<file path="config.mk">
export PLATFORM = sky130hd
export DESIGN_NAME = odometry_square_path_controller
export DESIGN_NICKNAME = d
export VERILOG_FILES = /design/src/rtl/osp_pkg.sv /design/src/rtl/osp_mul.sv /design/src/rtl/osp_sincos.sv /design/src/rtl/osp_isqrt.sv /design/src/rtl/odometry_square_path_controller.sv
export SDC_FILE = /design/constraint.sdc
export NUM_CORES = 2
export LEC_CHECK = 0
export BUFFER_PORTS_ARGS = -buffer_cell sky130_fd_sc_hd__buf_2
export CORE_MARGIN = 4
export CORE_UTILIZATION = 40
export CTS_BUF_LIST = sky130_fd_sc_hd__clkbuf_8
export DETAILED_ROUTE_END_ITERATION = 10
export PLACE_DENSITY = 0.61
export SLEW_MARGIN = 15
export SYNTH_ARGS = -nofsm -noshare
export SYNTH_HDL_FRONTEND = slang
export SYNTH_SLANG_ARGS = --single-unit
</file>
<file path="constraint.sdc">
create_clock -name clk -period 27.3 [get_ports clk]
set_input_delay 0 -clock clk [delete_from_list [all_inputs] [get_ports clk]]
set_output_delay 0 -clock clk [all_outputs]
set_load 0.01 [all_outputs]
</file>
<file path="src/rtl/osp_pkg.sv">
// Shared types, widths and constants for the square-path controller.
// Used by the multiplier, sine/cosine, square-root and top-level files.
package osp_pkg;

	// Field and datapath widths fixed by the interface.
	localparam int STAMP_W   = 48;
	localparam int HEAD_W    = 40;
	localparam int TRIG_W    = 34;
	localparam int ERR_W     = 43;
	localparam int MUL_A_W   = 49;
	localparam int MUL_B_W   = 33;
	localparam int MUL_P_W   = MUL_A_W + MUL_B_W;
	localparam int ROOT_W    = 35;
	localparam int SQRT_IN_W = 2 * ROOT_W;
	localparam int CFG_IDX_W = 3;
	localparam int CFG_DAT_W = 31;

	// Angle and gain constants in Q30.
	localparam longint PI_Q30      = 64'sd3373259426;
	localparam longint HALF_PI_Q30 = 64'sd1686629713;
	localparam longint GAIN_Q30    = 64'sd652032874;

	// Item codes.
	localparam logic CMD_ODOM = 1'b0;
	localparam logic CMD_TICK = 1'b1;

	// Configuration register indexes.
	typedef enum logic [CFG_IDX_W-1:0] {
		REG_SIDE_LENGTH    = 3'd0,
		REG_TURN_ANGLE     = 3'd1,
		REG_LINEAR_GAIN    = 3'd2,
		REG_ANGULAR_GAIN   = 3'd3,
		REG_STOP_TOLERANCE = 3'd4
	} osp_reg_t;

	typedef struct packed {
		logic                     cmd;
		logic [STAMP_W-1:0]       stamp;
		logic signed [31:0]       lin_velocity;
		logic signed [31:0]       ang_velocity;
	} osp_sample_t;

	typedef struct packed {
		logic                     kind;
		logic signed [31:0]       pose_x;
		logic signed [31:0]       pose_y;
		logic signed [HEAD_W-1:0] pose_heading;
		logic signed [31:0]       drive_linear;
		logic signed [31:0]       drive_angular;
		logic                     leg_mode;
	} osp_result_t;

	// Multiplier request and response.
	typedef struct packed {
		logic               start;
		logic [MUL_A_W-1:0] a;
		logic [MUL_B_W-1:0] b;
	} osp_mul_req_t;

	typedef struct packed {
		logic               done;
		logic [MUL_P_W-1:0] p;
	} osp_mul_resp_t;

	// Sine/cosine request and response.
	typedef struct packed {
		logic                     start;
		logic signed [HEAD_W-1:0] heading;
	} osp_sc_req_t;

	typedef struct packed {
		logic                     done;
		logic signed [TRIG_W-1:0] cos_v;
		logic signed [TRIG_W-1:0] sin_v;
	} osp_sc_resp_t;

	// Square-root request and response.
	typedef struct packed {
		logic                 start;
		logic [SQRT_IN_W-1:0] radicand;
	} osp_sqrt_req_t;

	typedef struct packed {
		logic              done;
		logic [ROOT_W-1:0] root;
	} osp_sqrt_resp_t;

	// Rounds a Q30 constant to the given number of fraction bits.
	function automatic longint frac_of(input longint q30, input int frac);
		return (q30 + (64'sd1 <<< (29 - frac))) >>> (30 - frac);
	endfunction

	// Arctangent of 2^-i in Q30.
	function automatic logic [31:0] atan_q30(input logic [4:0] idx);
		logic [31:0] v;
		unique case (idx)
			5'd0:  v = 32'd843314857;
			5'd1:  v = 32'd497837829;
			5'd2:  v = 32'd263043837;
			5'd3:  v = 32'd133525159;
			5'd4:  v = 32'd67021687;
			5'd5:  v = 32'd33543516;
			5'd6:  v = 32'd16775851;
			5'd7:  v = 32'd8388437;
			5'd8:  v = 32'd4194283;
			5'd9:  v = 32'd2097149;
			5'd10: v = 32'd1048576;
			5'd11: v = 32'd524288;
			5'd12: v = 32'd262144;
			5'd13: v = 32'd131072;
			5'd14: v = 32'd65536;
			5'd15: v = 32'd32768;
			5'd16: v = 32'd16384;
			5'd17: v = 32'd8192;
			5'd18: v = 32'd4096;
			5'd19: v = 32'd2048;
			5'd20: v = 32'd1024;
			5'd21: v = 32'd512;
			5'd22: v = 32'd256;
			5'd23: v = 32'd128;
			5'd24: v = 32'd64;
			5'd25: v = 32'd32;
			5'd26: v = 32'd16;
			5'd27: v = 32'd8;
			5'd28: v = 32'd4;
			5'd29: v = 32'd2;
			5'd30: v = 32'd1;
			default: v = 32'd0;
		endcase
		return v;
	endfunction

endpackage

</file>
<file path="src/rtl/osp_mul.sv">
// Bit-serial unsigned shift-add multiplier, one multiplier bit per cycle.
// Depends on osp_pkg for widths and the request/response structs.
module osp_mul import osp_pkg::*; (
	input  logic          clk,
	input  logic          arst_n,
	input  osp_mul_req_t  req,
	output osp_mul_resp_t resp
);

	localparam int CW = $clog2(MUL_B_W + 1);

	logic [MUL_A_W-1:0] a_q;
	logic [MUL_A_W-1:0] hi_q;
	logic [MUL_B_W-1:0] lo_q;
	logic [CW-1:0]      cnt_q;
	logic               busy_q;
	logic               done_q;
	logic [MUL_A_W:0]   sum;

	// Add the multiplicand when the low bit of the multiplier is set.
	assign sum = {1'b0, hi_q} + (lo_q[0] ? {1'b0, a_q} : '0);

	// Step register: shift the partial product right one bit per cycle.
	always_ff @(posedge clk or negedge arst_n) begin
		if (!arst_n) begin
			busy_q <= 1'b0;
			done_q <= 1'b0;
			cnt_q  <= '0;
		end else begin
			done_q <= 1'b0;
			if (!busy_q) begin
				if (req.start) begin
					a_q    <= req.a;
					hi_q   <= '0;
					lo_q   <= req.b;
					cnt_q  <= '0;
					busy_q <= 1'b1;
				end
			end else begin
				hi_q <= sum[MUL_A_W:1];
				lo_q <= {sum[0], lo_q[MUL_B_W-1:1]};
				if (cnt_q == CW'(MUL_B_W - 1)) begin
					busy_q <= 1'b0;
					done_q <= 1'b1;
				end else begin
					cnt_q <= cnt_q + 1'b1;
				end
			end
		end
	end

	assign resp.done = done_q;
	assign resp.p    = {hi_q, lo_q};

endmodule

</file>
<file path="src/rtl/osp_sincos.sv">
// Heading reduction and iterative CORDIC for cosine and sine in Q30.
// Depends on osp_pkg for the angle table, constants and structs.
module osp_sincos import osp_pkg::*; #(
	parameter int FRAC_BITS    = 16,
	parameter int CORDIC_STEPS = 16
) (
	input  logic         clk,
	input  logic         arst_n,
	input  osp_sc_req_t  req,
	output osp_sc_resp_t resp
);

	localparam int     RW     = FRAC_BITS + 4;
	localparam int     ZSH    = 30 - FRAC_BITS;
	localparam int     CW     = $clog2((HEAD_W > CORDIC_STEPS) ? HEAD_W : CORDIC_STEPS);
	localparam longint PI_L   = frac_of(PI_Q30, FRAC_BITS);
	localparam longint HALF_L = frac_of(HALF_PI_Q30, FRAC_BITS);
	localparam logic [RW-1:0]        TWO_U  = RW'(2 * PI_L);
	localparam logic signed [RW:0]   PI_S   = (RW + 1)'(PI_L);
	localparam logic signed [RW:0]   HALF_S = (RW + 1)'(HALF_L);
	localparam logic signed [RW:0]   TWO_S  = (RW + 1)'(2 * PI_L);

	typedef enum logic [1:0] {SC_IDLE, SC_MOD, SC_FOLD, SC_ITER} sc_state_t;

	sc_state_t                state_q;
	logic [HEAD_W-1:0]        mag_q;
	logic                     neg_q;
	logic [RW-1:0]            rem_q;
	logic [CW-1:0]            cnt_q;
	logic                     flip_q;
	logic                     done_q;
	logic signed [TRIG_W-1:0] x_q;
	logic signed [TRIG_W-1:0] y_q;
	logic signed [TRIG_W-1:0] z_q;

	logic [RW:0]              rem_t;
	logic [RW-1:0]            rem_d;
	logic [RW-1:0]            r0;
	logic signed [RW:0]       r1;
	logic signed [RW:0]       r2;
	logic                     flip_d;
	logic signed [TRIG_W-1:0] z0;
	logic signed [TRIG_W-1:0] dx;
	logic signed [TRIG_W-1:0] dy;
	logic signed [TRIG_W-1:0] at;

	// One bit of the remainder by two pi per cycle.
	always_comb begin
		rem_t = {rem_q, mag_q[HEAD_W-1]};
		if (rem_t >= {1'b0, TWO_U}) begin
			rem_d = RW'(rem_t - {1'b0, TWO_U});
		end else begin
			rem_d = rem_t[RW-1:0];
		end
	end

	// Fold the reduced angle into the right half plane.
	always_comb begin
		r0 = (neg_q && (rem_q != '0)) ? (TWO_U - rem_q) : rem_q;
		r1 = $signed({1'b0, r0});
		if (r1 > PI_S) begin
			r1 = r1 - TWO_S;
		end
		flip_d = 1'b0;
		r2     = r1;
		if (r1 > HALF_S) begin
			r2     = r1 - PI_S;
			flip_d = 1'b1;
		end else if (r1 < -HALF_S) begin
			r2     = r1 + PI_S;
			flip_d = 1'b1;
		end
		z0 = TRIG_W'(r2) <<< ZSH;
	end

	// Shifted terms of the current rotation.
	assign dx = y_q >>> cnt_q[4:0];
	assign dy = x_q >>> cnt_q[4:0];
	assign at = $signed(TRIG_W'(atan_q30(cnt_q[4:0])));

	// Sequencer: reduction, fold, then the rotations.
	always_ff @(posedge clk or negedge arst_n) begin
		if (!arst_n) begin
			state_q <= SC_IDLE;
			cnt_q   <= '0;
			done_q  <= 1'b0;
		end else begin
			done_q <= 1'b0;
			unique case (state_q)
				SC_IDLE: begin
					if (req.start) begin
						mag_q   <= req.heading[HEAD_W-1] ? HEAD_W'(-req.heading)
						                                 : req.heading;
						neg_q   <= req.heading[HEAD_W-1];
						rem_q   <= '0;
						cnt_q   <= '0;
						state_q <= SC_MOD;
					end
				end
				SC_MOD: begin
					rem_q <= rem_d;
					mag_q <= {mag_q[HEAD_W-2:0], 1'b0};
					if (cnt_q == CW'(HEAD_W - 1)) begin
						cnt_q   <= '0;
						state_q <= SC_FOLD;
					end else begin
						cnt_q <= cnt_q + 1'b1;
					end
				end
				SC_FOLD: begin
					z_q     <= z0;
					x_q     <= TRIG_W'(GAIN_Q30);
					y_q     <= '0;
					flip_q  <= flip_d;
					state_q <= SC_ITER;
				end
				SC_ITER: begin
					if (z_q >= 0) begin
						x_q <= x_q - dx;
						y_q <= y_q + dy;
						z_q <= z_q - at;
					end else begin
						x_q <= x_q + dx;
						y_q <= y_q - dy;
						z_q <= z_q + at;
					end
					if (cnt_q == CW'(CORDIC_STEPS - 1)) begin
						cnt_q   <= '0;
						done_q  <= 1'b1;
						state_q <= SC_IDLE;
					end else begin
						cnt_q <= cnt_q + 1'b1;
					end
				end
				default: state_q <= SC_IDLE;
			endcase
		end
	end

	assign resp.done  = done_q;
	assign resp.cos_v = flip_q ? -x_q : x_q;
	assign resp.sin_v = flip_q ? -y_q : y_q;

endmodule

</file>
<file path="src/rtl/osp_isqrt.sv">
// Digit-by-digit floor square root, one result bit per cycle.
// Depends on osp_pkg for widths and the request/response structs.
module osp_isqrt import osp_pkg::*; (
	input  logic           clk,
	input  logic           arst_n,
	input  osp_sqrt_req_t  req,
	output osp_sqrt_resp_t resp
);

	localparam int RMW = ROOT_W + 2;
	localparam int CW  = $clog2(ROOT_W + 1);

	logic [SQRT_IN_W-1:0] rad_q;
	logic [RMW-1:0]       rem_q;
	logic [ROOT_W-1:0]    res_q;
	logic [CW-1:0]        cnt_q;
	logic                 busy_q;
	logic                 done_q;
	logic [RMW+1:0]       rem_t;
	logic [RMW+1:0]       trial;

	// Bring down two radicand bits and try a one in the next root bit.
	assign rem_t = {rem_q, rad_q[SQRT_IN_W-1:SQRT_IN_W-2]};
	assign trial = (RMW + 2)'({res_q, 2'b01});

	always_ff @(posedge clk or negedge arst_n) begin
		if (!arst_n) begin
			busy_q <= 1'b0;
			done_q <= 1'b0;
			cnt_q  <= '0;
		end else begin
			done_q <= 1'b0;
			if (!busy_q) begin
				if (req.start) begin
					rad_q  <= req.radicand;
					rem_q  <= '0;
					res_q  <= '0;
					cnt_q  <= '0;
					busy_q <= 1'b1;
				end
			end else begin
				rad_q <= {rad_q[SQRT_IN_W-3:0], 2'b00};
				if (rem_t >= trial) begin
					rem_q <= RMW'(rem_t - trial);
					res_q <= {res_q[ROOT_W-2:0], 1'b1};
				end else begin
					rem_q <= RMW'(rem_t);
					res_q <= {res_q[ROOT_W-2:0], 1'b0};
				end
				if (cnt_q == CW'(ROOT_W - 1)) begin
					busy_q <= 1'b0;
					done_q <= 1'b1;
				end else begin
					cnt_q <= cnt_q + 1'b1;
				end
			end
		end
	end

	assign resp.done = done_q;
	assign resp.root = res_q;

endmodule

</file>
<file path="src/rtl/odometry_square_path_controller.sv">
// Top level of the square-path controller: sequencer, pose and leg state.
// Depends on osp_pkg, osp_mul, osp_sincos and osp_isqrt.
//
// One item is processed at a time; results leave through an output register, so
// the next item is taken while a result waits. Every product goes through one
// bit-serial multiplier. An odometry sample takes four multiplier products plus
// the heading reduction and CORDIC, plus the steps to accept the sample and to
// hand over the result. A control tick in forward mode takes two squares, a
// square root and one gain product; in turn mode only the gain product. A tick
// that ends a leg skips the gain product. There is no clearing pass.
module odometry_square_path_controller import osp_pkg::*; #(
	parameter int FRAC_BITS    = 16,
	parameter int CORDIC_STEPS = 16
) (
	input  logic                 clk,
	input  logic                 arst_n,
	input  logic                 sample_valid,
	output logic                 sample_stall,
	input  osp_sample_t          sample,
	output logic                 result_valid,
	input  logic                 result_stall,
	output osp_result_t          result,
	input  logic                 cfg_valid,
	output logic                 cfg_ready,
	input  logic [CFG_IDX_W-1:0] cfg_index,
	input  logic [CFG_DAT_W-1:0] cfg_data
);

	localparam int PW = MUL_P_W + 1;
	localparam logic [PW-1:0]        HALF_U  = PW'(1) << (FRAC_BITS - 1);
	localparam logic signed [PW-1:0] HALF_S  = $signed(HALF_U);
	localparam logic signed [PW-1:0] RND30   = $signed(PW'(1) << 29);
	localparam logic signed [PW-1:0] S32_HI  = PW'(32'sh7FFF_FFFF);
	localparam logic signed [PW-1:0] S32_LO  = ~S32_HI;
	localparam logic signed [HEAD_W+1:0] S40_HI = (HEAD_W + 2)'(40'sh7F_FFFF_FFFF);
	localparam logic signed [HEAD_W+1:0] S40_LO = ~S40_HI;

	typedef enum logic [3:0] {
		ST_IDLE, ST_HEAD, ST_RUN, ST_TRIG, ST_POSX, ST_POSY,
		ST_DX, ST_DY, ST_ROOT, ST_TURN, ST_DRIVE, ST_DONE
	} ctl_state_t;

	ctl_state_t               state_q;
	logic                     launch_q;
	osp_sample_t              item_q;
	osp_result_t              result_q;
	logic                     result_valid_q;

	// Configuration registers.
	logic [30:0]              side_q;
	logic [30:0]              turn_q;
	logic [19:0]              lgain_q;
	logic [19:0]              again_q;
	logic [15:0]              tol_q;

	// Pose and leg state.
	logic signed [31:0]       pos_x_q;
	logic signed [31:0]       pos_y_q;
	logic signed [HEAD_W-1:0] heading_q;
	logic [STAMP_W-1:0]       prev_q;
	logic signed [31:0]       lsx_q;
	logic signed [31:0]       lsy_q;
	logic signed [HEAD_W-1:0] lsh_q;
	logic                     mode_q;

	// Working registers of one item.
	logic signed [31:0]       run_q;
	logic signed [TRIG_W-1:0] cos_q;
	logic signed [TRIG_W-1:0] sin_q;
	logic [2*32+2:0]          sq_q;
	logic signed [ERR_W-1:0]  err_q;
	logic signed [31:0]       dl_q;
	logic signed [31:0]       da_q;
	logic                     mneg_q;

	osp_mul_req_t             mreq_q;
	osp_mul_resp_t            mresp;
	osp_sc_req_t              sreq_q;
	osp_sc_resp_t             sresp;
	osp_sqrt_req_t            qreq_q;
	osp_sqrt_resp_t           qresp;

	logic signed [STAMP_W:0]  dt;
	logic [STAMP_W:0]         dt_mag;
	logic [31:0]              av_mag;
	logic [31:0]              lv_mag;
	logic [31:0]              run_mag;
	logic [TRIG_W-1:0]        cos_mag;
	logic [TRIG_W-1:0]        sin_mag;
	logic signed [32:0]       dx;
	logic signed [32:0]       dy;
	logic [32:0]              dx_mag;
	logic [32:0]              dy_mag;
	logic [ERR_W-1:0]         err_mag;
	logic signed [ERR_W-1:0]  tol_s;
	logic signed [ERR_W-1:0]  ferr;
	logic signed [ERR_W-1:0]  terr;

	logic [PW-1:0]            pr;
	logic [PW-1:0]            qv;
	logic [HEAD_W:0]          lim40;
	logic [HEAD_W:0]          qs40;
	logic signed [HEAD_W:0]   mdt40;
	logic [32:0]              lim32;
	logic [32:0]              qs32;
	logic signed [32:0]       mdt32;
	logic signed [HEAD_W+1:0] hsum;
	logic signed [HEAD_W-1:0] head_next;
	logic signed [PW-1:0]     sp;
	logic signed [PW-1:0]     psum;
	logic signed [31:0]       pos_next;
	logic signed [31:0]       drv_next;

	// Saturates a wide signed value to 32 bits.
	function automatic logic signed [31:0] sat32(input logic signed [PW-1:0] v);
		logic signed [31:0] r;
		if (v > S32_HI) begin
			r = 32'sh7FFF_FFFF;
		end else if (v < S32_LO) begin
			r = 32'sh8000_0000;
		end else begin
			r = v[31:0];
		end
		return r;
	endfunction

	osp_mul u_mul (
		.clk    (clk),
		.arst_n (arst_n),
		.req    (mreq_q),
		.resp   (mresp)
	);

	osp_sincos #(
		.FRAC_BITS    (FRAC_BITS),
		.CORDIC_STEPS (CORDIC_STEPS)
	) u_sincos (
		.clk    (clk),
		.arst_n (arst_n),
		.req    (sreq_q),
		.resp   (sresp)
	);

	osp_isqrt u_isqrt (
		.clk    (clk),
		.arst_n (arst_n),
		.req    (qreq_q),
		.resp   (qresp)
	);

	// Operand magnitudes and errors.
	always_comb begin
		dt      = $signed({1'b0, item_q.stamp}) - $signed({1'b0, prev_q});
		dt_mag  = dt[STAMP_W] ? (STAMP_W + 1)'(-dt) : dt;
		av_mag  = item_q.ang_velocity[31] ? 32'(-item_q.ang_velocity) : item_q.ang_velocity;
		lv_mag  = item_q.lin_velocity[31] ? 32'(-item_q.lin_velocity) : item_q.lin_velocity;
		run_mag = run_q[31] ? 32'(-run_q) : run_q;
		cos_mag = cos_q[TRIG_W-1] ? TRIG_W'(-cos_q) : cos_q;
		sin_mag = sin_q[TRIG_W-1] ? TRIG_W'(-sin_q) : sin_q;
		dx      = 33'(pos_x_q) - 33'(lsx_q);
		dy      = 33'(pos_y_q) - 33'(lsy_q);
		dx_mag  = dx[32] ? 33'(-dx) : dx;
		dy_mag  = dy[32] ? 33'(-dy) : dy;
		err_mag = err_q[ERR_W-1] ? ERR_W'(-err_q) : err_q;
		tol_s   = $signed(ERR_W'(tol_q));
		ferr    = $signed(ERR_W'(side_q)) - $signed(ERR_W'(qresp.root));
		terr    = $signed(ERR_W'(turn_q)) - (ERR_W'(heading_q) - ERR_W'(lsh_q));
	end

	// Time products: round half away from zero on the magnitude, then saturate.
	always_comb begin
		pr    = {1'b0, mresp.p} + HALF_U;
		qv    = pr >> FRAC_BITS;
		lim40 = {1'b0, {HEAD_W{1'b1}} >> 1} + (HEAD_W + 1)'(mneg_q);
		qs40  = (qv > PW'(lim40)) ? lim40 : qv[HEAD_W:0];
		mdt40 = mneg_q ? -$signed(qs40) : $signed(qs40);
		lim32 = 33'h0_7FFF_FFFF + 33'(mneg_q);
		qs32  = (qv > PW'(lim32)) ? lim32 : qv[32:0];
		mdt32 = mneg_q ? -$signed(qs32) : $signed(qs32);
		hsum  = (HEAD_W + 2)'(heading_q) + (HEAD_W + 2)'(mdt40);
		if (hsum > S40_HI) begin
			head_next = S40_HI[HEAD_W-1:0];
		end else if (hsum < S40_LO) begin
			head_next = S40_LO[HEAD_W-1:0];
		end else begin
			head_next = hsum[HEAD_W-1:0];
		end
	end

	// Signed products for position and drive, rounded half up.
	always_comb begin
		sp       = mneg_q ? -$signed({1'b0, mresp.p}) : $signed({1'b0, mresp.p});
		psum     = ((sp + RND30) >>> 30) +
		           PW'((state_q == ST_POSX) ? pos_x_q : pos_y_q);
		pos_next = sat32(psum);
		drv_next = sat32((sp + HALF_S) >>> FRAC_BITS);
	end

	// Sequencer, state registers, configuration and the output register.
	always_ff @(posedge clk or negedge arst_n) begin
		if (!arst_n) begin
			state_q        <= ST_IDLE;
			launch_q       <= 1'b0;
			mreq_q         <= '0;
			sreq_q         <= '0;
			qreq_q         <= '0;
			result_valid_q <= 1'b0;
			side_q         <= 31'd196608;
			turn_q         <= 31'd102941;
			lgain_q        <= 20'd32768;
			again_q        <= 20'd21627;
			tol_q          <= 16'd655;
			pos_x_q        <= '0;
			pos_y_q        <= '0;
			heading_q      <= '0;
			prev_q         <= '0;
			lsx_q          <= '0;
			lsy_q          <= '0;
			lsh_q          <= '0;
			mode_q         <= 1'b0;
		end else begin
			mreq_q.start <= 1'b0;
			sreq_q.start <= 1'b0;
			qreq_q.start <= 1'b0;

			if (result_valid_q && !result_stall) begin
				result_valid_q <= 1'b0;
			end

			// Register writes; unknown indexes are ignored.
			if (cfg_valid) begin
				unique case (cfg_index)
					REG_SIDE_LENGTH:    side_q  <= cfg_data;
					REG_TURN_ANGLE:     turn_q  <= cfg_data;
					REG_LINEAR_GAIN:    lgain_q <= cfg_data[19:0];
					REG_ANGULAR_GAIN:   again_q <= cfg_data[19:0];
					REG_STOP_TOLERANCE: tol_q   <= cfg_data[15:0];
					default: ;
				endcase
			end

			unique case (state_q)
				ST_IDLE: begin
					if (sample_valid) begin
						item_q   <= sample;
						dl_q     <= '0;
						da_q     <= '0;
						launch_q <= 1'b0;
						if (sample.cmd == CMD_ODOM) begin
							state_q <= ST_HEAD;
						end else if (!mode_q) begin
							state_q <= ST_DX;
						end else begin
							state_q <= ST_TURN;
						end
					end
				end
				// Heading advance by angular velocity times dt.
				ST_HEAD: begin
					if (!launch_q) begin
						mreq_q.start <= 1'b1;
						mreq_q.a     <= dt_mag;
						mreq_q.b     <= MUL_B_W'(av_mag);
						mneg_q       <= dt[STAMP_W] ^ item_q.ang_velocity[31];
						launch_q     <= 1'b1;
					end else if (mresp.done) begin
						heading_q <= head_next;
						launch_q  <= 1'b0;
						state_q   <= ST_RUN;
					end
				end
				// Run length from linear velocity times dt.
				ST_RUN: begin
					if (!launch_q) begin
						mreq_q.start <= 1'b1;
						mreq_q.a     <= dt_mag;
						mreq_q.b     <= MUL_B_W'(lv_mag);
						mneg_q       <= dt[STAMP_W] ^ item_q.lin_velocity[31];
						launch_q     <= 1'b1;
					end else if (mresp.done) begin
						run_q    <= mdt32[31:0];
						launch_q <= 1'b0;
						state_q  <= ST_TRIG;
					end
				end
				ST_TRIG: begin
					if (!launch_q) begin
						sreq_q.start   <= 1'b1;
						sreq_q.heading <= heading_q;
						launch_q       <= 1'b1;
					end else if (sresp.done) begin
						cos_q    <= sresp.cos_v;
						sin_q    <= sresp.sin_v;
						launch_q <= 1'b0;
						state_q  <= ST_POSX;
					end
				end
				ST_POSX: begin
					if (!launch_q) begin
						mreq_q.start <= 1'b1;
						mreq_q.a     <= MUL_A_W'(cos_mag);
						mreq_q.b     <= MUL_B_W'(run_mag);
						mneg_q       <= cos_q[TRIG_W-1] ^ run_q[31];
						launch_q     <= 1'b1;
					end else if (mresp.done) begin
						pos_x_q  <= pos_next;
						launch_q <= 1'b0;
						state_q  <= ST_POSY;
					end
				end
				// The y step uses minus sine times the run length.
				ST_POSY: begin
					if (!launch_q) begin
						mreq_q.start <= 1'b1;
						mreq_q.a     <= MUL_A_W'(sin_mag);
						mreq_q.b     <= MUL_B_W'(run_mag);
						mneg_q       <= ~sin_q[TRIG_W-1] ^ run_q[31];
						launch_q     <= 1'b1;
					end else if (mresp.done) begin
						pos_y_q  <= pos_next;
						prev_q   <= item_q.stamp;
						launch_q <= 1'b0;
						state_q  <= ST_DONE;
					end
				end
				ST_DX: begin
					if (!launch_q) begin
						mreq_q.start <= 1'b1;
						mreq_q.a     <= MUL_A_W'(dx_mag);
						mreq_q.b     <= dx_mag;
						launch_q     <= 1'b1;
					end else if (mresp.done) begin
						sq_q     <= 67'(mresp.p[65:0]);
						launch_q <= 1'b0;
						state_q  <= ST_DY;
					end
				end
				ST_DY: begin
					if (!launch_q) begin
						mreq_q.start <= 1'b1;
						mreq_q.a     <= MUL_A_W'(dy_mag);
						mreq_q.b     <= dy_mag;
						launch_q     <= 1'b1;
					end else if (mresp.done) begin
						sq_q     <= sq_q + 67'(mresp.p[65:0]);
						launch_q <= 1'b0;
						state_q  <= ST_ROOT;
					end
				end
				// Distance from the leg start; a short error ends the leg.
				ST_ROOT: begin
					if (!launch_q) begin
						qreq_q.start    <= 1'b1;
						qreq_q.radicand <= SQRT_IN_W'(sq_q);
						launch_q        <= 1'b1;
					end else if (qresp.done) begin
						launch_q <= 1'b0;
						if (ferr < tol_s) begin
							lsx_q   <= pos_x_q;
							lsy_q   <= pos_y_q;
							mode_q  <= 1'b1;
							state_q <= ST_DONE;
						end else begin
							err_q   <= ferr;
							state_q <= ST_DRIVE;
						end
					end
				end
				// Remaining turn angle; a short error ends the turn.
				ST_TURN: begin
					if (terr < tol_s) begin
						lsh_q   <= heading_q;
						mode_q  <= 1'b0;
						state_q <= ST_DONE;
					end else begin
						err_q   <= terr;
						state_q <= ST_DRIVE;
					end
				end
				ST_DRIVE: begin
					if (!launch_q) begin
						mreq_q.start <= 1'b1;
						mreq_q.a     <= MUL_A_W'(err_mag);
						mreq_q.b     <= MUL_B_W'(mode_q ? again_q : lgain_q);
						mneg_q       <= err_q[ERR_W-1];
						launch_q     <= 1'b1;
					end else if (mresp.done) begin
						if (mode_q) begin
							da_q <= drv_next;
						end else begin
							dl_q <= drv_next;
						end
						launch_q <= 1'b0;
						state_q  <= ST_DONE;
					end
				end
				// Hand the result to the output register once it is free.
				ST_DONE: begin
					if (!result_valid_q || !result_stall) begin
						result_q.kind          <= item_q.cmd;
						result_q.pose_x        <= pos_x_q;
						result_q.pose_y        <= pos_y_q;
						result_q.pose_heading  <= heading_q;
						result_q.drive_linear  <= dl_q;
						result_q.drive_angular <= da_q;
						result_q.leg_mode      <= mode_q;
						result_valid_q         <= 1'b1;
						state_q                <= ST_IDLE;
					end
				end
				default: state_q <= ST_IDLE;
			endcase
		end
	end

	assign sample_stall = (state_q != ST_IDLE);
	assign result_valid = result_valid_q;
	assign result       = result_q;
	assign cfg_ready    = 1'b1;

endmodule
</file>
==> impl_metrics.yaml <==
outcome:
  status: "completed"
sta:
  post-route-period-util_pct: 44.5
  relSlewSlack_pct: 24.5
  rsz0062_at_grt: "no"
  tightestPinTransition_ns: 1.12
  skew_ns: 0.0959
  finalMaxSlewViolations: 0
  setup_tns_ns: 0
  whs_ns: 0.125
  final_hold_viol_count: 0
  fmax_ghz: 0.0823
  setup_viol_count_final: 0
  min_period_ns: 12.15
yosys:
  synth-seq-cells: 1592
  syn_area_mm2: 0.116
  yosysWarnings: 0
  synthCells: 12400
  synth_cell_types: 103
  avgSynthCellArea_um2: 9.40
  ys.flop_type: "edfxtp_1"
  synth_fp_nets: 13200
  yosysSeqAreaShare_pct: 38.6
  synthArstFlopShare_pct: 37.6
  synth_edf_count: 994
global_routing:
  antenna_found_initial: 42
  overflow: 0
  grt_pass1_wl_mm: 585
  grt.total_usage_pct: 25.0
  grt_pass1_vias: 92900
  grt_start_max_net_pins: 124
drt:
  avgViaCountPerCell: 5.78
  drtIter0Drc: 9175
  post-route-drc-count: 0
  wl_mm: 390
  firstDrtPassIters: 11
  via_count: 98500
  wl_per_cell_um: 22.9
  ant_nets: 0
worst_setup_path:
  cp_max_fo: 58
  start_kind: "flip-flop"
  path_common_cell: "a21o_1"
  end_kind: "flip-flop"
  arrival_ns: 13.01
  max_stage_delay_ns: 0.92
  cp_slowest_cell: "a2111oi_0"
  required_ns: 28.16
  path_class: "flip-flop to flip-flop"
cts:
  clkSlewWorstSetupHoldPaths_ns: 0.06
  cts_made_buffers: 299
  clockBufferDepth: 4
  clk_latency_ns: 1.04
  postCtsSetupRepairBufs: 0
  htreeDepth: 5
  cts_sinks: 1592
  cts_resized: 0
  cts_tree: "built"
  cts_root_buf: "clkbuf_8"
placed_design:
  io_buffers: 323
  dpl.hpwl_mm: 293
  routabilityCongestion: 0.972
  dp.cells: 16100
  postPlaceCellArea_mm2: 0.122
die:
  die_area_mm2: 0.299
  num_rows: 197
  die_h_um: 547
  start_util_pct: 40.3
  die_w_um: 547
  core_mm2: 0.289
  io_pins: 325
finish:
  layout-drive-gt1-share_pct: 12.3
  seq_area_mm2: 0.0449
  layout.cells.most_common_list: "nand2_1, edfxtp_1, o21ai_0"
  final_common_cell: "nand2_1"
  final_cells: 17000
  final_nets: 13700
  fin_area_mm2: 0.132
  fill_cells: 27800
  multi_input_area_mm2: 0.0673
  area_growth_pct: 13.1
power_and_ir_drop:
  p_leak_nw: 52.7
  powerDensity_mw_per_mm2: 107
  irDropWorstVdd_mv: 0.0888
  finalPower_w: 0.0141
job:
  cap_violations: 0
hold_path:
  holdCritPathClass: "input pin to flip-flop"
-- worst max-delay path, delay by kind of cell (launching register included) --
kind / cells / cell delay [ns]
simple gates: 8 / 2.35
flops: 1 / 0.77
compound gates: 23 / 5.88
xor+xnor: 2 / 0.76
fa+ha+maj: 3 / 0.88
buf+inv: 5 / 1.08
mux: 1 / 0.21
-- cells by family (layout without fill, tap and decap cells) --
family	count (synthesis)	in the layout	share of synthesized area, %
xor gates and xnor gates	1196	1196	9.01
AOI/OAI and AO/OA	3400	3400	19.0
buffers and inverters	1203	1956	3.92
adders and majority gates	703	703	7.84
muxes	584	584	6.20
other	1	37	0.00323
and+or+nand+nor	3694	3694	15.5
DFF	1592	1592	38.6
-- power by group --
group          internal [W]  leakage (nW)  switching, W  total (W)
Combinational       0.00312          32.1       0.00475    0.00787
Sequential          0.00327          17.1      0.000577    0.00384
Clock               0.00128          3.46       0.00113    0.00241
Total               0.00766          52.7       0.00647     0.0141
-- flip-flops by register name (all words and copies together) (netlist names), 37 cells and up --
| name | flops |
|---|---|
| mreq_q | 83 |
| result | 170 |
| heading_q | 40 |
| u_isqrt.rem_q | 37 |
| qreq_q | 68 |
| u_mul.hi_q | 49 |
| err_q | 42 |
| sq_q | 67 |
| u_sincos.mag_q | 40 |
| lsh_q | 40 |
| u_mul.a_q | 49 |
| sreq_q | 41 |
| item_q | 113 |
| prev_q | 48 |
| u_isqrt.rad_q | 70 |
-- metrics by stage --
step           util [%]  setup WS (ns)
6_report           45.6          15.15
5_1_grt            45.5          14.09
4_1_cts            45.5          15.32
3_5_place_dp       42.3          15.44
3_3_place_gp       42.3          15.61
2_1_floorplan         -          17.16
-- repair_timing --
item                       4_1_cts  5_1_grt
setup endpoints to repair        0        0
hold buffers                   319        0
hold endpoints to repair       631        0
-- worst paths after layout --
kind | end | startpoint | depth (start not counted) | slack, ns
max | heading_q[25] | u_mul.lo_q[17] | 42 | 15.15
min | again_q[3] | cfg_data[3] | 3 | 0.12
max reg2reg | heading_q[25] | u_mul.lo_q[17] | 42 | 15.15
min reg2reg | result[48] | dl_q[15] | 0 | 0.40
max in group asynchronous | sreq_q[12] | arst_n | 7 | 23.95
min in group asynchronous | pos_y_q[16] | arst_n | 4 | 0.25
-- area by class of cell --
cell class,count,area share [%]
clock inverter,211,1.11
timing repair buffer,803,4.62
sequential,1592,34.1
antenna,36,0.0685
multi-input combinational,9578,51.2
clock buffer,335,3.51
inverter,607,1.73
tap,3880,3.69
-- synthesized netlist by cell type (48+ instances only) --
cell type,number,area share [%]
o41ai_1,88,0.66
or3_1,130,0.70
and2_1,151,0.81
a21oi_1,745,3.2
nand2b_1,155,0.83
o211ai_1,77,0.50
a22o_1,72,0.54
o21bai_1,70,0.45
o21a_1,134,0.87
or4_1,80,0.52
inv_1,600,1.9
nand4_1,99,0.53
clkbuf_1,522,1.7
a211o_1,58,0.44
o31ai_1,177,1.1
nor2_1,875,2.8
xor2_1,468,3.5
o21ai_0,948,4.1
mux4_2,69,1.3
a22oi_1,48,0.31
a21o_1,240,1.5
o22ai_1,60,0.32
edfxtp_1,994,26
or2_2,78,0.42
mux2_2,401,3.9
a211oi_1,101,0.65
mux2i_1,114,0.98
ha_1,661,7.1
nor2b_1,109,0.59
nor4_1,103,0.55
nand2_1,1112,3.6
dfrtp_1,572,12
and3_1,114,0.61
buf_1,63,0.20
nand3_1,273,1.2
a31oi_1,104,0.56
xnor2_1,728,5.5
nor3_1,246,1.1
-- metal layers --
| metal | track usage, % | share of wire, % |
|---|---|---|
| met5 | 0 | 0.023 |
| met4 | 12.2 | 5.2 |
| met1 | 33.3 | 43 |
| met3 | 3.62 | 6.6 |
| met2 | 40.0 | 46 |
No activity file was read; power rests on OpenSTA's default activity.
